===== src/rtl/core/sws_pkg.sv =====
// ----------------------------------------------------------------------------
// sws_pkg: shared types and constants of the sliding window sender
// Register indexes, item kind codes, reset values and the structs that pass
// between the configuration block and the window sequencer.
// ----------------------------------------------------------------------------
package sws_pkg;

    // configuration register indexes
    localparam logic [1:0] CFG_WINDOW_SIZE = 2'd0;
    localparam logic [1:0] CFG_LAST_SEQ    = 2'd1;
    localparam logic [1:0] CFG_TIMEOUT     = 2'd2;

    // request kinds
    localparam logic KIND_ACK  = 1'b0;
    localparam logic KIND_POLL = 1'b1;

    // reset values
    localparam logic [9:0]  RST_WINDOW_SIZE = 10'd64;
    localparam logic [31:0] RST_LAST_SEQ    = 32'd65535;
    localparam logic [31:0] RST_TIMEOUT     = 32'd23000000;
    localparam logic [31:0] SEQ_ALL_ONES    = 32'hffff_ffff;

    // effective configuration seen by the sequencer
    typedef struct packed {
        logic [9:0]  win;       // window clamped to 1..MAX_WINDOW
        logic [31:0] mask;      // slot mask, 2*win-1
        logic [31:0] last_seq;
        logic [31:0] timeout;
    } t_cfg;

    // one result
    typedef struct packed {
        logic        send_valid;
        logic [31:0] seq;
        logic        is_resend;
        logic        run_done;
        logic        last;
    } t_result;

endpackage


===== src/rtl/core/sws_cfg.sv =====
// ----------------------------------------------------------------------------
// sws_cfg: configuration registers
// Holds window size, last sequence and timeout; derives the clamped window
// and the slot mask.
// ----------------------------------------------------------------------------
module sws_cfg #(
    parameter int MAX_WINDOW = 512
) (
    input  logic           i_clk,
    input  logic           i_rst_n,
    input  logic           i_cfg_we,
    input  logic [1:0]     i_cfg_idx,
    input  logic [31:0]    i_cfg_wdata,
    output sws_pkg::t_cfg  o_cfg
);
    import sws_pkg::*;

    localparam logic [31:0] MAXW = 32'(MAX_WINDOW);

    logic [9:0]  r_window;
    logic [31:0] r_last_seq;
    logic [31:0] r_timeout;
    logic [9:0]  eff_win;

    // register writes, unknown indexes dropped
    always_ff @(posedge i_clk) begin
        if (!i_rst_n) begin
            r_window   <= RST_WINDOW_SIZE;
            r_last_seq <= RST_LAST_SEQ;
            r_timeout  <= RST_TIMEOUT;
        end else if (i_cfg_we) begin
            unique case (i_cfg_idx)
                CFG_WINDOW_SIZE: r_window   <= i_cfg_wdata[9:0];
                CFG_LAST_SEQ:    r_last_seq <= i_cfg_wdata;
                CFG_TIMEOUT:     r_timeout  <= i_cfg_wdata;
                default: ;
            endcase
        end
    end

    // zero acts as one, oversize clamps to the largest window
    always_comb begin
        if (r_window == 10'd0) begin
            eff_win = 10'd1;
        end else if ({22'd0, r_window} > MAXW) begin
            eff_win = MAXW[9:0];
        end else begin
            eff_win = r_window;
        end
    end

    assign o_cfg.win      = eff_win;
    assign o_cfg.mask     = {21'd0, eff_win, 1'b0} - 32'd1;
    assign o_cfg.last_seq = r_last_seq;
    assign o_cfg.timeout  = r_timeout;

endmodule


===== config.mk =====
export PLATFORM = sky130hd
export DESIGN_NAME = sws_cfg
export DESIGN_NICKNAME = d
export VERILOG_FILES = /design/src/rtl/core/sws_pkg.sv /design/src/rtl/core/sws_cfg.sv
export SDC_FILE = /design/constraint.sdc
export NUM_CORES = 1
export LEC_CHECK = 0
export ABC_AREA = 1
export BUFFER_PORTS_ARGS = -buffer_cell sky130_fd_sc_hd__buf_2
export CORE_ASPECT_RATIO = 0.7
export CORE_MARGIN = 3
export CORE_UTILIZATION = 45
export DETAILED_ROUTE_END_ITERATION = 6
export PLACE_DENSITY = 0.8
export REMOVE_ABC_BUFFERS = 1
export SKIP_CTS_REPAIR_TIMING = 1
export SYNTH_ARGS = -nofsm -noshare
export SYNTH_HDL_FRONTEND = slang
export SYNTH_SLANG_ARGS = --single-unit

===== constraint.sdc =====
create_clock -name i_clk -period 3.1 [get_ports i_clk]
set_input_delay 0.31 -clock i_clk [delete_from_list [all_inputs] [get_ports i_clk]]
set_output_delay 0.31 -clock i_clk [all_outputs]
set_load 0.01 [all_outputs]

==> results.ini <==
[run_status]
status = complete, no violations

[setup_path]
r2r-end = r_window[3]
setup.worst_path.class = reg -> out
cp-start-kind = flip-flop
worst-r2r-cell-count = 2
worst_ep_arrival_time_ns = 2.35
required_ns = 2.79
rrSetupSlack_ns = 2.32
crit_path_end_kind = primary output
cp_common_cell = nor2_1
r2r-start = r_window[3]
cp_cell_sequence = nor2_1 -> nand2_1 -> nor2_1 -> nand2_2 -> nand2_4 -> a21oi_2 -> ha_1 -> nand3_2 -> nor2_1 -> buf_4 -> buf_2
cp_slowest_cell = dfxtp_1
critPathCapture = o_cfg[94]
startpoint = r_window[4]
crit_path_max_incr_delay_ns = 0.46
cp_max_fo = 21

[routing]
ant_nets = 0
drtPass1Iterations = 4
viasPerCell = 4.837
wirelength_um = 8116
first_iter_violations = 155
drcViolationCount = 0
vias = 3004
routedWlPerCell_um = 13.07

[place]
dpl.cell_count = 606
pre_cts_slack_ns = 0.8302
dpl.hpwl_um = 5723
gp_congestion = 0.8737
io_buffers = 140

[global_route]
antenna_found_initial = 0
track_usage_pct = 20.80
grt_start_max_net_pins = 56
grt_overflow = 0
grt_pass1_vias = 2733
grt_pass1_wl_um = 13100

[logic_synthesis]
synth_edf_count = 0
ys_warn_count = 0
avgSynthCellArea_sq_um = 7.332
yosysSeqAreaShare_pct = 48.68
synthFlopType = dfxtp_1
synthArstFlopShare_pct = 0
synthCells = 415
netlist-cell-type-count = 27
yosysMostFrequentCell = nor2_1
netlist_area_sq_um = 3043
synth_area_leaders = dfxtp_1 (49%), nor2_1 (11%), nand2_1 (11%)
synth_top_area_share_pct = 48.68
synthTopCellsByCount = nor2_1 (89), nand2_1 (86), dfxtp_1 (74)
ys_ff_latch = 74
synth_area_leader_cell = dfxtp_1

[cells_and_area]
antenna_cells = 0
area_delta_synth_final_pct = 24.55
final_layout_size_suffix_gt1_share_pct = 31.70
stdcell_count = 621
nets = 564

[timing]
worstMarginPinSlew_ns = 1.068
skew_ns = 0
rsz0062_at_grt = no
slew_viol_final = 0
min_period_ns = 2.663
finalHoldViolCount = 0
period_share_pct = 85.91
tns_ns = 0
setup-violations-final = 0
max_freq_mhz = 375.5
finalWorstSetupSlack_ns = 0.4369
max-slew-margin-rel_pct = 28.69
timing.hold.ws_ns = 0.1870

[power_and_ir_drop]
p_comb_share_pct = 17.4
ir_drop_mv = 0.2474
power_density_nw_per_um2 = 526.9
p_sw_mw = 0.5781
pwr-share-clk_pct = 30.9
power_leakage_nw = 2.018
seqPwrFrac_pct = 51.6
intPower_mw = 1.419
power_mw = 1.997
switching_share_pct = 28.95

[die]
ios = 143
start_util_pct = 47.57
die_w_um = 104.3
dieArea_sq_um = 7801
rows = 24
die_h_um = 74.80
core_sq_um = 6396

[hold_path]
min-delay-path-class = in -> reg

[clock_tree]
cts.sinks = 74
numCtsBuffers = 9
cts_tree = built
cts-root-buf = clkbuf_8
insertion_delay_ns = 0.33
clk_path_buf_depth = 2
clk_pin_slew_ns = 0.08
cts_htree_levels = 3

[job]
cap_violations = 0

==> layout make-up <==
type,instances,area (sq um)
clock inverters,4,20.02
flip-flops and latches,74,1481
inverters,17,63.81
repair buffers,145,738.2
multi-input cells,279,1241
clock buffers,11,131.4
well taps,91,113.9
fillers,617,2606
==> worst min-delay path by stage <==
stage / start / depth (start not counted) / endpoint / slack (ns)
2_1_floorplan: i_rst_n / 1 / r_last_seq[0] / 0.39
3_3_place_gp: r_timeout[14] / 2 / r_timeout[14] / 0.43
3_5_place_dp: r_timeout[13] / 2 / r_timeout[13] / 0.44
4_1_cts: i_cfg_wdata[11] / 3 / r_last_seq[11] / 0.17
5_1_grt: i_cfg_wdata[14] / 3 / r_last_seq[14] / 0.17
6_report: i_cfg_wdata[11] / 3 / r_last_seq[11] / 0.19
==> power groups by stage <==
| stage | clock (mW) | combinational, mW | sequential (mW) |
|---|---|---|---|
| 2_1_floorplan | 0 | 0.160 | 1.07 |
| 3_3_place_gp | 0 | 0.342 | 1.05 |
| 3_5_place_dp | 0 | 0.350 | 1.05 |
| 4_1_cts | 0.635 | 0.350 | 1.03 |
| 5_1_grt | 0.688 | 0.388 | 1.04 |
| 6_report | 0.617 | 0.348 | 1.03 |
==> worst max-delay path: cells and delay by family (launching register included) <==
kind / cells / cell delay (ns)
AOI/OAI and AO/OA: 1 / 0.24
adders and majority gates: 1 / 0.32
buffers and inverters: 2 / 0.36
DFF: 1 / 0.46
and+or+nand+nor: 7 / 0.63
==> sequential cells by signal (all words and copies together) (netlist names) <==
name / cells
r_last_seq: 32
r_window: 10
r_timeout: 32
==> through the flow <==
stage                     instance area [sq um]  utilization, %
final                                      3790           59.25
after global routing                       3790           59.25
after detailed placement                   3638           56.89
after CTS                                  3790           59.25
after global placement                     3638           56.89
after floorplan                            2784               -
==> cell usage in the layout, fill, tap and decap left out <==
| cell type | instances |
|---|---|
| a21oi_1 | 4 |
| clkbuf_1 | 2 |
| nor3_1 | 1 |
| nor2_2 | 1 |
| inv_2 | 1 |
| a21oi_2 | 1 |
| xor2_1 | 1 |
| nor2_4 | 1 |
| nand2_1 | 86 |
| nand3_2 | 1 |
| nand4_1 | 2 |
| ha_1 | 1 |
| conb_1 | 2 |
| nand2_2 | 2 |
| dfxtp_1 | 74 |
| xnor2_1 | 1 |
| buf_4 | 5 |
| nand2_4 | 1 |
| o21ai_2 | 1 |
| o21ai_1 | 3 |
| o41ai_1 | 2 |
| clkinv_2 | 4 |
| nor2_1 | 88 |
| o21ai_0 | 43 |
| inv_1 | 16 |
| clkbuf_8 | 9 |
| o41ai_2 | 1 |
| nand3_1 | 36 |
| buf_2 | 140 |
==> cell families after synthesis <==
| family | synth area share, % |
|---|---|
| AND/OR/NAND/NOR | 29.56 |
| adder cells (fa/ha/maj) | 0.4111 |
| AO/OA/AOI/OAI | 9.910 |
| flip-flops | 48.68 |
| buffers and inverters | 10.61 |
| other | 0.2468 |
| XOR/XNOR | 0.5758 |
==> metal layers <==
layer  wire, um  global-route usage [%]  up-vias
met5          0                       0        -
met4         85                   7.080        0
met3        617                   7.198        8
met2       3658                   31.83       98
met1       3754                   27.84     1387
li1           -                       -     1511
Power figures use the tool's default switching activity.
